==> config.mk <==
export PLATFORM = sky130hd
export DESIGN_NAME = midi_event_to_smf_track_encoder_flat
export DESIGN_NICKNAME = d
export VERILOG_FILES = /design/src/mse_pkg.sv /design/src/mse_intf.sv /design/src/midi_event_to_smf_track_encoder.sv /design/src/flat_wrapper.sv
export SDC_FILE = /design/constraint.sdc
export NUM_CORES = 1
export LEC_CHECK = 0
export BUFFER_PORTS_ARGS = -buffer_cell sky130_fd_sc_hd__buf_2
export CAP_MARGIN = 10
export CORE_MARGIN = 2
export CORE_UTILIZATION = 45
export CTS_CLUSTER_SIZE = 25
export DETAILED_ROUTE_END_ITERATION = 8
export HOLD_SLACK_MARGIN = 0.05
export PLACE_DENSITY = 0.65
export SYNTH_ARGS = -nofsm -noshare
export SYNTH_HDL_FRONTEND = slang
export SYNTH_SLANG_ARGS = --single-unit
==> constraint.sdc <==
create_clock -name clk_i -period 12.7 [get_ports clk_i]
set_clock_uncertainty 0.1 [all_clocks]
set_input_delay 2.54 -clock clk_i [delete_from_list [all_inputs] [get_ports clk_i]]
set_output_delay 2.54 -clock clk_i [all_outputs]
set_load 0.03 [all_outputs]
==> src/mse_pkg.sv <==
package mse_pkg;

  // configuration port
  localparam int unsigned CFG_IDX_W  = 2;
  localparam int unsigned CFG_DATA_W = 19;
  localparam logic [CFG_IDX_W-1:0] CFG_SAMPLE_RATE     = 2'd0;
  localparam logic [CFG_IDX_W-1:0] CFG_TIMECODE_SELECT = 2'd1;
  localparam logic [CFG_IDX_W-1:0] CFG_TICKS_PER_FRAME = 2'd2;

  localparam logic [18:0] SAMPLE_RATE_RST     = 19'd48000;
  localparam logic        TIMECODE_SELECT_RST = 1'b0;
  localparam logic [7:0]  TICKS_PER_FRAME_RST = 8'd120;

  localparam logic [4:0] FPS_30 = 5'd30;
  localparam logic [4:0] FPS_25 = 5'd25;

  // datapath widths
  localparam int unsigned FRAME_W = 33;                 // frame_time + event_offset
  localparam int unsigned KMUL_W  = 13;                 // fps * ticks_per_frame
  localparam int unsigned PROD_W  = FRAME_W + KMUL_W;   // numerator
  localparam int unsigned DIVD_W  = PROD_W + 1;         // 2 * num + sr
  localparam int unsigned DIVS_W  = 20;                 // 2 * sr
  localparam int unsigned TICK_W  = 48;
  localparam int unsigned DELTA_W = 28;
  localparam int unsigned CNT_W   = 6;
  localparam int unsigned MUL_STEPS = FRAME_W;
  localparam int unsigned DIV_STEPS = DIVD_W;
  localparam int unsigned MAX_BYTES = 7;
  localparam int unsigned NBYTE_W   = 3;
  localparam logic [DELTA_W-1:0] DELTA_MAX = 28'hFFF_FFFF;

  // commands
  localparam logic [1:0] CMD_EVENT = 2'd0;
  localparam logic [1:0] CMD_BEGIN = 2'd1;
  localparam logic [1:0] CMD_END   = 2'd2;

  // event kinds
  localparam logic [2:0] KIND_NOTE_ON  = 3'd0;
  localparam logic [2:0] KIND_NOTE_OFF = 3'd1;
  localparam logic [2:0] KIND_CONTROL  = 3'd2;
  localparam logic [2:0] KIND_PITCH    = 3'd3;
  localparam logic [2:0] KIND_PROGRAM  = 3'd4;

  // status and meta bytes
  localparam logic [7:0] STS_NOTE_ON  = 8'h90;
  localparam logic [7:0] STS_NOTE_OFF = 8'h80;
  localparam logic [7:0] STS_CONTROL  = 8'hB0;
  localparam logic [7:0] STS_PITCH    = 8'hE0;
  localparam logic [7:0] STS_PROGRAM  = 8'hC0;
  localparam logic [7:0] META_DELTA0  = 8'h00;
  localparam logic [7:0] META_STATUS  = 8'hFF;
  localparam logic [7:0] META_CHAN_PFX = 8'h20;
  localparam logic [7:0] META_LEN_ONE = 8'h01;
  localparam logic [7:0] META_EOT     = 8'h2F;
  localparam logic [7:0] META_LEN_ZERO = 8'h00;
  localparam logic [7:0] VLQ_MORE     = 8'h80;

  typedef enum logic [2:0] {
    ST_IDLE,
    ST_MUL,
    ST_PREP,
    ST_DIV,
    ST_DELTA,
    ST_LOAD
  } st_e;

  typedef struct packed {
    logic [1:0]  command;
    logic [2:0]  event_kind;
    logic [4:0]  channel;
    logic [31:0] frame_time;
    logic [15:0] event_offset;
    logic [6:0]  data_one;
    logic [6:0]  data_two;
  } evt_item_t;

  typedef struct packed {
    logic [7:0] out_byte;
    logic       last_byte;
  } trk_item_t;

  function automatic logic [7:0] status_base(input logic [2:0] kind);
    logic [7:0] base;
    unique case (kind)
      KIND_NOTE_ON:  base = STS_NOTE_ON;
      KIND_NOTE_OFF: base = STS_NOTE_OFF;
      KIND_CONTROL:  base = STS_CONTROL;
      KIND_PITCH:    base = STS_PITCH;
      KIND_PROGRAM:  base = STS_PROGRAM;
      default:       base = 8'h00;
    endcase
    return base;
  endfunction

endpackage

==> src/mse_intf.sv <==
interface mse_evt_if;
  import mse_pkg::*;
  logic      valid;
  logic      ready;
  evt_item_t item;
  modport source (output valid, output item, input ready);
  modport sink (input valid, input item, output ready);
  modport monitor (input valid, input item, input ready);
endinterface

interface mse_trk_if;
  import mse_pkg::*;
  logic      valid;
  logic      ready;
  trk_item_t item;
  modport source (output valid, output item, input ready);
  modport sink (input valid, input item, output ready);
  modport monitor (input valid, input item, input ready);
endinterface

==> src/midi_event_to_smf_track_encoder.sv <==
// Event command: the item runs through a bit-serial multiply, a prep step, a
// restoring divide and a delta step, then is loaded once the output is empty.
// Begin/end commands go straight from the transfer to the load step.
// A new item is taken once the previous one has loaded the 7-byte output shift
// register; bytes leave at one per cycle unless stalled, as the next item runs.
// Reset (rst_ni low, async): idle, output empty, previous tick 0, config defaults.
module midi_event_to_smf_track_encoder (
  input  logic                             clk_i,
  input  logic                             rst_ni,
  input  logic                             cfg_we_i,
  input  logic [mse_pkg::CFG_IDX_W-1:0]    cfg_idx_i,
  input  logic [mse_pkg::CFG_DATA_W-1:0]   cfg_data_i,
  mse_evt_if.sink                          evt_i,
  mse_trk_if.source                        trk_o
);
  import mse_pkg::*;

  st_e st_q, st_d;

  logic [18:0]         sr_q;
  logic                tc_q;
  logic [7:0]          tpf_q;
  logic [TICK_W-1:0]   prev_q, prev_d;
  logic [7:0]          obuf_q [MAX_BYTES];
  logic [7:0]          obuf_d [MAX_BYTES];
  logic [NBYTE_W-1:0]  ocnt_q, ocnt_d;

  logic [1:0]          cmd_q;
  logic [2:0]          kind_q;
  logic [3:0]          chan_q;
  logic [6:0]          d1_q, d2_q;
  logic [KMUL_W-1:0]   k_q;
  logic [PROD_W-1:0]   p_q;
  logic [DIVD_W-1:0]   nq_q;
  logic [DIVS_W-1:0]   r_q;
  logic [CNT_W-1:0]    cnt_q;
  logic [DELTA_W-1:0]  delta_q;

  logic                evt_xfer, trk_xfer;
  logic                ld_go;
  logic [18:0]         sr_eff;
  logic [DIVS_W-1:0]   dvs;
  logic [KMUL_W:0]     mul_sum;
  logic [DIVS_W:0]     rem_try;
  logic                q_bit;
  logic [TICK_W-1:0]   tick;
  logic [TICK_W-1:0]   tick_diff;
  logic [7:0]          ld_buf [MAX_BYTES];
  logic [NBYTE_W-1:0]  ld_n;
  logic [7:0]          full [MAX_BYTES];
  logic [1:0]          lead;
  logic [3:0]          sel;

  // handshake and control
  always_comb begin
    evt_i.ready = (st_q == ST_IDLE);
    evt_xfer    = evt_i.valid && evt_i.ready;
    trk_xfer    = trk_o.valid && trk_o.ready;
    ld_go       = (st_q == ST_LOAD) && ((ocnt_q == '0) || (ld_n == '0));
  end

  always_comb begin
    st_d = st_q;
    unique case (st_q)
      ST_IDLE: begin
        if (evt_xfer) begin
          st_d = (evt_i.item.command == CMD_EVENT) ? ST_MUL : ST_LOAD;
        end
      end
      ST_MUL:   if (cnt_q == CNT_W'(MUL_STEPS - 1)) st_d = ST_PREP;
      ST_PREP:  st_d = ST_DIV;
      ST_DIV:   if (cnt_q == CNT_W'(DIV_STEPS - 1)) st_d = ST_DELTA;
      ST_DELTA: st_d = ST_LOAD;
      ST_LOAD:  if (ld_go) st_d = ST_IDLE;
      default:  st_d = ST_IDLE;
    endcase
  end

  // arithmetic steps
  always_comb begin
    sr_eff    = (sr_q == '0) ? 19'd1 : sr_q;
    dvs       = {sr_eff, 1'b0};
    mul_sum   = {1'b0, p_q[PROD_W-1:FRAME_W]} + (p_q[0] ? {1'b0, k_q} : '0);
    rem_try   = {r_q, nq_q[DIVD_W-1]};
    q_bit     = (rem_try >= {1'b0, dvs});
    tick      = TICK_W'(nq_q);
    tick_diff = tick - prev_q;
  end

  // byte list for the output shift register
  always_comb begin
    lead = 2'd0;
    if (delta_q[27:21] != '0)      lead = 2'd3;
    else if (delta_q[20:14] != '0) lead = 2'd2;
    else if (delta_q[13:7] != '0)  lead = 2'd1;
    full[0] = VLQ_MORE | {1'b0, delta_q[27:21]};
    full[1] = VLQ_MORE | {1'b0, delta_q[20:14]};
    full[2] = VLQ_MORE | {1'b0, delta_q[13:7]};
    full[3] = {1'b0, delta_q[6:0]};
    full[4] = status_base(kind_q) + {4'h0, chan_q};
    full[5] = {1'b0, d1_q};
    full[6] = {1'b0, d2_q};
    sel = '0;
    for (int j = 0; j < MAX_BYTES; j++) begin
      ld_buf[j] = '0;
    end
    ld_n = '0;
    case (cmd_q)
      CMD_BEGIN: begin
        ld_buf[0] = META_DELTA0;
        ld_buf[1] = META_STATUS;
        ld_buf[2] = META_CHAN_PFX;
        ld_buf[3] = META_LEN_ONE;
        ld_buf[4] = {4'h0, chan_q};
        ld_n      = NBYTE_W'(5);
      end
      CMD_END: begin
        ld_buf[0] = META_DELTA0;
        ld_buf[1] = META_STATUS;
        ld_buf[2] = META_EOT;
        ld_buf[3] = META_LEN_ZERO;
        ld_n      = NBYTE_W'(4);
      end
      CMD_EVENT: begin
        if (kind_q <= KIND_PROGRAM) begin
          for (int j = 0; j < MAX_BYTES; j++) begin
            sel = 4'(j) + 4'(2'd3 - lead);
            ld_buf[j] = (sel < 4'(MAX_BYTES)) ? full[sel[2:0]] : '0;
          end
          ld_n = NBYTE_W'(lead) + NBYTE_W'(3) + ((kind_q == KIND_PROGRAM) ? '0 : NBYTE_W'(1));
        end
      end
      default: ld_n = '0;
    endcase
  end

  // output shift register and previous tick
  always_comb begin
    obuf_d = obuf_q;
    ocnt_d = ocnt_q;
    prev_d = prev_q;
    if (ld_go && (ld_n != '0)) begin
      obuf_d = ld_buf;
      ocnt_d = ld_n;
    end else if (trk_xfer) begin
      for (int j = 0; j < MAX_BYTES - 1; j++) begin
        obuf_d[j] = obuf_q[j+1];
      end
      obuf_d[MAX_BYTES-1] = '0;
      ocnt_d = ocnt_q - NBYTE_W'(1);
    end
    if (evt_xfer && (evt_i.item.command == CMD_BEGIN)) begin
      prev_d = '0;
    end else if (st_q == ST_DELTA) begin
      prev_d = tick;
    end
  end

  assign trk_o.valid          = (ocnt_q != '0);
  assign trk_o.item.out_byte  = obuf_q[0];
  assign trk_o.item.last_byte = (ocnt_q == NBYTE_W'(1));

  always_ff @(posedge clk_i or negedge rst_ni) begin
    if (!rst_ni) begin
      st_q   <= ST_IDLE;
      sr_q   <= SAMPLE_RATE_RST;
      tc_q   <= TIMECODE_SELECT_RST;
      tpf_q  <= TICKS_PER_FRAME_RST;
      prev_q <= '0;
      ocnt_q <= '0;
    end else begin
      st_q   <= st_d;
      prev_q <= prev_d;
      ocnt_q <= ocnt_d;
      if (cfg_we_i) begin
        case (cfg_idx_i)
          CFG_SAMPLE_RATE:     sr_q  <= cfg_data_i[18:0];
          CFG_TIMECODE_SELECT: tc_q  <= cfg_data_i[0];
          CFG_TICKS_PER_FRAME: tpf_q <= cfg_data_i[7:0];
          default: ;
        endcase
      end
    end
  end

  always_ff @(posedge clk_i) begin
    obuf_q <= obuf_d;
    unique case (st_q)
      ST_IDLE: begin
        if (evt_xfer) begin
          cmd_q  <= evt_i.item.command;
          kind_q <= evt_i.item.event_kind;
          chan_q <= 4'(evt_i.item.channel[3:0] + 4'hF);
          d1_q   <= evt_i.item.data_one;
          d2_q   <= evt_i.item.data_two;
          k_q    <= KMUL_W'(tc_q ? FPS_25 : FPS_30) * KMUL_W'(tpf_q);
          p_q    <= {{KMUL_W{1'b0}},
                     FRAME_W'(evt_i.item.frame_time) + FRAME_W'(evt_i.item.event_offset)};
          cnt_q  <= '0;
        end
      end
      ST_MUL: begin
        p_q   <= {mul_sum, p_q[FRAME_W-1:1]};
        cnt_q <= cnt_q + CNT_W'(1);
      end
      ST_PREP: begin
        nq_q  <= {p_q, 1'b0} + DIVD_W'(sr_eff);
        r_q   <= '0;
        cnt_q <= '0;
      end
      ST_DIV: begin
        r_q   <= q_bit ? DIVS_W'(rem_try - {1'b0, dvs}) : DIVS_W'(rem_try);
        nq_q  <= {nq_q[DIVD_W-2:0], q_bit};
        cnt_q <= cnt_q + CNT_W'(1);
      end
      ST_DELTA: begin
        if (tick <= prev_q) begin
          delta_q <= '0;
        end else if (tick_diff > TICK_W'(DELTA_MAX)) begin
          delta_q <= DELTA_MAX;
        end else begin
          delta_q <= tick_diff[DELTA_W-1:0];
        end
      end
      ST_LOAD: ;
      default: ;
    endcase
  end

endmodule

==> src/flat_wrapper.sv <==
// flat-port wrapper written by rule: the top's interface ports become plain ports
module midi_event_to_smf_track_encoder_flat import mse_pkg::*;
  (clk_i, rst_ni, cfg_we_i, cfg_idx_i, cfg_data_i, evt_i_valid, evt_i_item, evt_i_ready, trk_o_valid, trk_o_item, trk_o_ready);
  mse_evt_if evt_i_i ();
  mse_trk_if trk_o_i ();
  input  logic clk_i;
  input  logic rst_ni;
  input  logic cfg_we_i;
  input  logic [mse_pkg::CFG_IDX_W-1:0] cfg_idx_i;
  input  logic [mse_pkg::CFG_DATA_W-1:0] cfg_data_i;
  input wire logic [$bits(evt_i_i.valid)-1:0] evt_i_valid;
  input wire logic [$bits(evt_i_i.item)-1:0] evt_i_item;
  output wire logic [$bits(evt_i_i.ready)-1:0] evt_i_ready;
  output wire logic [$bits(trk_o_i.valid)-1:0] trk_o_valid;
  output wire logic [$bits(trk_o_i.item)-1:0] trk_o_item;
  input wire logic [$bits(trk_o_i.ready)-1:0] trk_o_ready;
  assign evt_i_i.valid = evt_i_valid;
  assign evt_i_i.item = evt_i_item;
  assign evt_i_ready = evt_i_i.ready;
  assign trk_o_valid = trk_o_i.valid;
  assign trk_o_item = trk_o_i.item;
  assign trk_o_i.ready = trk_o_ready;
  midi_event_to_smf_track_encoder u_core (.clk_i(clk_i), .rst_ni(rst_ni), .cfg_we_i(cfg_we_i), .cfg_idx_i(cfg_idx_i), .cfg_data_i(cfg_data_i), .evt_i(evt_i_i), .trk_o(trk_o_i));
endmodule
==> results.txt, run 1 <==
----------------------------------------------------
[Outcome]
  Status ... completed

[Hold path]
  Worst hold-check path type ... reg2reg
  Hold Startpoint ... u_core.prev_q[11]

[Finish]
  Most frequent standard cell in the layout excluding fill and tap cells ... sky130_fd_sc_hd__nand2_1
  Fraction of final layout cells with drive strength greater than 1 ... 11.2%
  Number of diodes added for antenna fixing ... 0
  Number of nets in the layout ... 2691
  Post-route standard cell area excluding fillers ... 24300 um^2
  Growth of design area from synthesis to finish ... 10.3%
  Most frequent cells in the layout ... sky130_fd_sc_hd__nand2_1 (327), sky130_fd_sc_hd__a21oi_1 (244), sky130_fd_sc_hd__edfxtp_1 (239), sky130_fd_sc_hd__o21ai_0 (166), sky130_fd_sc_hd__nor2_1 (164)
  Finished Core Util ... 50.0%
  Non-filler instance count after layout ... 3076

[Floorplanning]
  Initial core utilization ... 45.3%
  Die outline width ... 225 um
  CORE AREA ... 48600 um^2
  Std cell rows ... 81
  Die extent in y ... 225 um
  Die outline area ... 50800 um^2
  I/O Pins ... 109

[Yosys]
  Post-synthesis cell count ... 2383
  Area of the mapped netlist ... 22000 um^2
  Synth async-reset ratio ... 25.3%
  Dominant cells by area after synthesis ... sky130_fd_sc_hd__edfxtp_1 (33%), sky130_fd_sc_hd__ha_1 (8.3%), sky130_fd_sc_hd__dfrtp_1 (7.9%)
  Count of yosys warnings during synthesis ... 0
  Yosys top cell area share ... 32.6%
  Yosys reg bits ... 320
  Mean instance size in the synthesized netlist ... 9.25 um^2
  Seq/Total Area, Yosys ... 41.8%
  Main flop type after synthesis ... sky130_fd_sc_hd__edfxtp_1
  Number of enable-type register cells in the synthesized netlist ... 239
  Cell taking the most area after synthesis ... sky130_fd_sc_hd__edfxtp_1
  Library cells used by synthesis ... 90

[Clocking]
  Source-to-sink clock delay at the later pin of the worst-skew pair ... 0.56 ns
  Number of buffers inserted during clock tree synthesis ... 39
  CTS clk-pin slew, worst paths ... 0.06 ns
  Clock tree root buffer cell ... sky130_fd_sc_hd__clkbuf_16
  Cts hold-fix bufs ... 0
  Number of levels in the clock H-tree ... 2
  TritonCTS clock tree ... done
  Post-CTS setup buffer count ... 0
  Total of cells resized after clock tree synthesis ... 0
  Buffer levels on the longest clock path ... 3
  Sinks on the clock net ... 320

[Power]
  Combinational share of power ... 54.7%
  Net load switching power ... 3.08 mW
  IR Drop Worst-Case VDD ... 150 uV
  Int Power ... 3.94 mW
  Register share of total power ... 29.1%
  Power density of the placed cells ... 289 nW/um^2
  Switching part of the total power ... 43.9%
  Final total power ... 7.02 mW
  Portion of total power attributed to the clock network ... 16.2%
  Lkg Pwr ... 9.93 nW

[Worst setup path]
  Crit path capture type ... register
  Critical Path Slowest Stage Cell ... sky130_fd_sc_hd__o221ai_1
  Category of the critical setup timing path ... in2reg
  Most common cell type on the critical path ... sky130_fd_sc_hd__o21ai_0
  Worst path cell trace ... buf_2 > ha_1 > inv_1 > fa_1 > nor2b_1 > o21a_1 > o21ai_0 > a21oi_1 > a41o_1 > o41ai_1 > o21ai_0 > buf_4 > o221ai_1 > nor2_1 > xnor2_1 > o21ai_0
  Worst Path Arrival ... 6.36 ns
  Element type at the critical path start ... primary input
  Source of the worst register-to-register timing path ... u_core.sr_q[10]
  CP max FO ... 9
  Data required time of the worst path ... 12.88 ns
  Crit path largest cell delay ... 0.63 ns
  Crit path launch ... evt_i_item[14]

[Global routing]
  Remaining global-route overflow ... 0
  Global-route wire length before repair ... 88700 um
  Largest net degree at the start of global routing ... 76
  Antenna violations before repair ... 0
  Overall track demand over capacity in global routing ... 21.7%
  Vias in the first global route ... 17227

[Job]
  Maximum capacitance violations ... 0

[Place]
  Post-Place Worst Slack ... 5.91 ns
  DP HPWL ... 40000 um
  Final weighted congestion in routability-driven placement ... 0.882
  Number of instances in the placed design ... 3005
  Placed Instance Area ... 23000 um^2
  Number of buffers inserted by port buffering ... 107

[Timing]
  Hold slack final ... 0.419 ns
  Worst Tran Pin Value ... 1.18 ns
  Fin crit period ... 6.17 ns
  Setup repair after global routing missed its margin ... no
  Final Hold Vio Count ... 0
  Max-slew violation total from the final report ... 0
  Setup-failing EPs final ... 0
  Max Clk Rate ... 162 MHz
  Remaining max-slew budget at the tightest pin ... 21.6%
  Final critical-path share of the clock period ... 48.6%
  Post-route worst setup slack ... 6.53 ns
  Setup total negative slack ... 0 ns

[Route]
  Highest metal used ... met4
  Detailed-route vias per instance ... 5.66
  Final routed DRC violation total ... 0
  DRT Wirelength ... 54300 um
  Total number of vias ... 17396
  Remaining antenna violation count after routing ... 0
  Number of detailed-routing iterations run before antenna repair ... 5
  Post-DR wirelength/cell ... 17.6 um
  Sum of routed wire segments on met1 ... 24700 um
  Routed wl met2 ... 25700 um
  Met3 WL ... 2240 um
  Iter 0 DRT Violations ... 1290

----------------------------------------------------
power by group through the flow:
| stage | registers, mW | clock network, mW | logic, mW |
|---|---|---|---|
| after global placement | 2.04 | 0 | 3.75 |
| after global routing | 2.09 | 1.19 | 4.34 |
| after floorplan | 1.93 | 0 | 3.03 |
| after CTS | 2.04 | 1.16 | 3.84 |
| after detailed placement | 2.06 | 0 | 3.81 |
| final | 2.04 | 1.13 | 3.84 |
cells by family (layout without fill, tap and decap cells):
kind of cell,Yosys count,after routing,synth area share [%]
buffers and inverters,280,350,5.05
AND/OR/NAND/NOR,771,771,16.0
other,1,2,0.0170
AO/OA/AOI/OAI,656,656,18.7
flip-flops,320,320,41.8
XOR/XNOR,132,132,5.25
multiplexers,54,54,2.87
adder cells (fa/ha/maj),169,169,10.3
routing by layer:
metal | track usage, % | vias to the layer above
met5 | 0 | -
met4 | 7.22 | 0
met3 | 2.96 | 106
met2 | 36.7 | 414
met1 | 28.7 | 8251
li1 | - | 8625
registers in the layout, summed over array words and instances (netlist names), 8 cells and up:
signal             flops
u_core.obuf_q         48
u_core.nq_q           47
u_core.prev_q         47
u_core.p_q            46
u_core.delta_q        28
u_core.r_q            20
u_core.sr_q           19
u_core.k_q            13
u_core.tpf_q           8
u_core.trk_o.item      8
cell type report:
| class | count | area [um^2] |
|---|---|---|
| multi-input cells | 1784 | 11800 |
| fillers | 4464 | 24300 |
| clock buffers | 47 | 1030 |
| inverters | 150 | 563 |
| flip-flops and latches | 320 | 9220 |
| repair buffers | 129 | 703 |
| well taps | 622 | 778 |
| clock inverters | 24 | 259 |
synth_stat cells (all sizes together), types with 32 or more instances:
library cell / number
inv: 149
ha: 147
a21o: 32
edfxtp: 239
xnor2: 67
nor2: 167
xor2: 65
mux2i: 34
dfrtp: 70
nand2: 330
nand3: 58
clkbuf: 110
a21oi: 247
nor3: 38
o21ai: 170
critical path: cells and delay by family:
family	cells	cell delay, ns
simple gates	2	0.23
xor+xnor	1	0.19
compound gates	8	2.58
buf+inv	3	0.36
fa+ha+maj	2	0.43
final timing paths:
| kind | endpoint | slack, ns | cells past startpoint |
|---|---|---|---|
| setup / recovery | u_core.p_q[26] | 6.53 | 16 |
| hold / removal | u_core.prev_q[11] | 0.42 | 2 |
| setup reg to reg | u_core.nq_q[0] | 7.18 | 16 |
| hold reg to reg | u_core.prev_q[11] | 0.42 | 2 |
| max in group asynchronous | u_core.tc_q | 9.57 | 2 |
| min in group asynchronous | u_core.prev_q[42] | 1.73 | 1 |
(Power assumes the default switching activity.)
==> run 2: changes to the inputs <==
PLACE_DENSITY = 0.67   (was 0.65)
clock period = 5.6 ns   (was 12.7 ns; I/O delays follow)
==> run 2 against run 1 <==
  * Sequential share of layout area shrank 0.066 points
  * Global-route usage grew 0.33 points
  * Die area did not move
==> results.txt, run 2 (synthesized netlist as in run 1, its figures left out) <==
----------------------------------------------------
[Timing]
  Setup-failing EPs final ... 0 (unchanged)
  Max-slew violation total from the final report ... 0 (unchanged)
  Final Hold Vio Count ... 0 (unchanged)
  Final critical-path share of the clock period ... 84.6%
  Fin crit period ... 4.74 ns
  Remaining max-slew budget at the tightest pin ... 24.9% (was 21.6%)
  Worst Tran Pin Value ... 1.12 ns (was 1.18 ns)
  Setup repair after global routing missed its margin ... no (unchanged)
  Max Clk Rate ... 211 MHz
  Setup total negative slack ... 0 ns (unchanged)

[Clocking]
  Clock tree root buffer cell ... sky130_fd_sc_hd__clkbuf_16 (unchanged)
  Sinks on the clock net ... 320 (unchanged)
  Number of levels in the clock H-tree ... 2 (unchanged)
  Source-to-sink clock delay at the later pin of the worst-skew pair ... 0.57 ns (was 0.56 ns)
  Post-CTS setup buffer count ... 0 (unchanged)
  Buffer levels on the longest clock path ... 3 (unchanged)
  CTS clk-pin slew, worst paths ... 0.06 ns (about the same)
  TritonCTS clock tree ... done (unchanged)
  Number of buffers inserted during clock tree synthesis ... 38 (was 39)
  Total of cells resized after clock tree synthesis ... 0 (unchanged)
  Cts hold-fix bufs ... 0 (unchanged)

[Route]
  DRT Wirelength ... 55000 um (was 54300 um)
  Final routed DRC violation total ... 0 (unchanged)
  Detailed-route vias per instance ... 5.75 (was 5.66)
  Total number of vias ... 17733 (was 17396)
  Number of detailed-routing iterations run before antenna repair ... 6 (was 5)
  Post-DR wirelength/cell ... 17.8 um (was 17.6 um)
  Iter 0 DRT Violations ... 1288 (was 1290)
  Remaining antenna violation count after routing ... 0 (unchanged)

[Power]
  Combinational share of power ... 55.3% (was 54.7%)
  IR Drop Worst-Case VDD ... 329 uV (was 150 uV)
  Register share of total power ... 29.0% (was 29.1%)
  Int Power ... 8.93 mW (was 3.94 mW)
  Power density of the placed cells ... 656 nW/um^2 (was 289 nW/um^2)
  Net load switching power ... 7.04 mW (was 3.08 mW)
  Final total power ... 16.0 mW (was 7.02 mW)
  Switching part of the total power ... 44.1% (was 43.9%)
  Portion of total power attributed to the clock network ... 15.7% (was 16.2%)
  Lkg Pwr ... 9.98 nW (was 9.93 nW)

[Place]
  Number of buffers inserted by port buffering ... 107 (unchanged)
  Final weighted congestion in routability-driven placement ... 0.880 (was 0.882)
  DP HPWL ... 40800 um (was 40000 um)

[Finish]
  Flip-flop count of the largest register after layout ... 48 (unchanged)
  Fraction of final layout cells with drive strength greater than 1 ... 11.5% (was 11.2%)
  Number of diodes added for antenna fixing ... 0 (unchanged)
  Filler Cells Inserted ... 4489 (was 4464)
  Growth of design area from synthesis to finish ... 10.5% (was 10.3%)
  Most frequent standard cell in the layout excluding fill and tap cells ... sky130_fd_sc_hd__nand2_1 (unchanged)
  Finished Core Util ... 50.1% (was 50.0%)
  Largest reg by FF count ... u_core.obuf_q (unchanged)
  Number of nets in the layout ... 2700 (was 2691)
  Largest registers ... u_core.obuf_q: 48 flops, u_core.nq_q: 47 flops, u_core.prev_q: 47 flops (unchanged)
  Most frequent cells in the layout ... sky130_fd_sc_hd__nand2_1 (327), sky130_fd_sc_hd__a21oi_1 (244), sky130_fd_sc_hd__edfxtp_1 (239), sky130_fd_sc_hd__o21ai_0 (166), sky130_fd_sc_hd__nor2_1 (164) (unchanged)

[Worst setup path]
  Category of the critical setup timing path ... reg2reg (was in2reg)
  Crit path capture type ... register (unchanged)
  Source of the worst register-to-register timing path ... u_core.nq_q[1] (was u_core.sr_q[10])
  CP max FO ... 28 (was 9)
  Crit path launch ... u_core.nq_q[1] (was evt_i_item[14])
  Data required time of the worst path ... 5.79 ns (was 12.88 ns)
  Element type at the critical path start ... register (was primary input)
  Worst Path Arrival ... 4.93 ns (was 6.36 ns)

[Job]
  Maximum capacitance violations ... 0 (unchanged)

[Outcome]
  Status ... completed (unchanged)

[Global routing]
  Remaining global-route overflow ... 0 (unchanged)
  Overall track demand over capacity in global routing ... 22.0% (was 21.7%)
  Antenna violations before repair ... 0 (unchanged)
  Global-route layer with the greatest usage ... met2 (unchanged)
  Routing usage on met2 ... 37.1% (was 36.7%)
  Global routing met1 resource utilization ... 29.3% (was 28.7%)
  Largest net degree at the start of global routing ... 59 (was 76)
  Vias in the first global route ... 17575 (was 17227)
  Routing usage on met3 ... 3.12% (was 2.96%)
  Global-route wire length before repair ... 90400 um (was 88700 um)

[Hold path]
  Worst hold-check path type ... reg2reg (unchanged)
  Hold Startpoint ... u_core.ocnt_q[0] (was u_core.prev_q[11])

[Floorplanning]
  Std cell rows ... 81 (unchanged)
  Die extent in y ... 225 um (unchanged)
  I/O Pins ... 109 (unchanged)
  CORE AREA ... 48600 um^2 (unchanged)
  Die outline width ... 225 um (unchanged)
  Die outline area ... 50800 um^2 (unchanged)
  Initial core utilization ... 45.3% (unchanged)

----------------------------------------------------
-- run 2: cell count changes in the layout (fill, tap and decap cells not counted) --
| cell | delta |
|---|---|
| sky130_fd_sc_hd__buf_4 | +10 |
| sky130_fd_sc_hd__clkinvlp_4 | -4 |
| sky130_fd_sc_hd__clkinv_1 | +2 |
| sky130_fd_sc_hd__clkinv_2 | +2 |
| sky130_fd_sc_hd__clkbuf_8 | -1 |
| sky130_fd_sc_hd__clkinv_8 | +1 |
| sky130_fd_sc_hd__inv_16 | -1 |
| sky130_fd_sc_hd__inv_6 | +1 |
| sky130_fd_sc_hd__inv_8 | -1 |
-- run 2: worst paths after layout --
check,cells after the start,to,slack (ns)
setup / recovery,12,u_core.delta_q[26],0.86
min in group asynchronous,1,u_core.prev_q[44],0.46
setup reg to reg,12,u_core.delta_q[26],0.86
max in group asynchronous,2,u_core.sr_q[5],3.88
hold / removal,1,u_core.ocnt_q[0],0.42
hold reg to reg,1,u_core.ocnt_q[0],0.42
-- run 2: per-layer routing --
layer	routed length, um	vias up
met1	24500	8483
met5	0	-
met4	1510	0
li1	-	8650
met2	26000	505
met3	3000	95
-- run 2: worst max-delay path, cell delays in order, from the launching register on --
cell,delay [ns]
sky130_fd_sc_hd__edfxtp_1,0.48
sky130_fd_sc_hd__ha_1,0.34
sky130_fd_sc_hd__nor2b_1,0.20
sky130_fd_sc_hd__o31ai_2,0.11
sky130_fd_sc_hd__a21oi_1,0.22
sky130_fd_sc_hd__a211oi_1,0.11
sky130_fd_sc_hd__o31ai_1,0.57
sky130_fd_sc_hd__a21oi_1,0.30
sky130_fd_sc_hd__o31a_1,0.40
sky130_fd_sc_hd__xnor2_1,0.15
sky130_fd_sc_hd__a2111oi_2,0.47
sky130_fd_sc_hd__nand4_4,0.43
sky130_fd_sc_hd__o41a_2,0.61
-- run 2: power groups by stage --
stage	Sequential, mW	Clock (mW)	Combinational (mW)
CTS	4.63	2.56	8.78
floorplan	4.39	0	6.88
detailed placement	4.66	0	8.72
global route	4.74	2.64	9.93
finish	4.63	2.51	8.83
global placement	4.63	0	8.53
-- run 2: area by class of cell --
cell class	instances	area (um^2)	area share [%]
clock buffer	46	1010	4.16
timing repair buffer	139	778	3.20
clock inverter	24	240	0.987
sequential	320	9220	37.9
tap	622	778	3.20
inverter	150	563	2.31
multi-input combinational	1784	11800	48.3
-- run 2: through the flow --
stage          area, um^2  hold slack (ns)  std cells  setup WS (ns)
2_1_floorplan       22000            0.375       2384          0.336
3_3_place_gp        23100            0.395       3015          0.743
3_5_place_dp        23100            0.406       3015          0.717
4_1_cts             24300            0.418       3085          0.897
5_1_grt             24300            0.437       3085          0.640
6_report            24300            0.416       3085          0.860
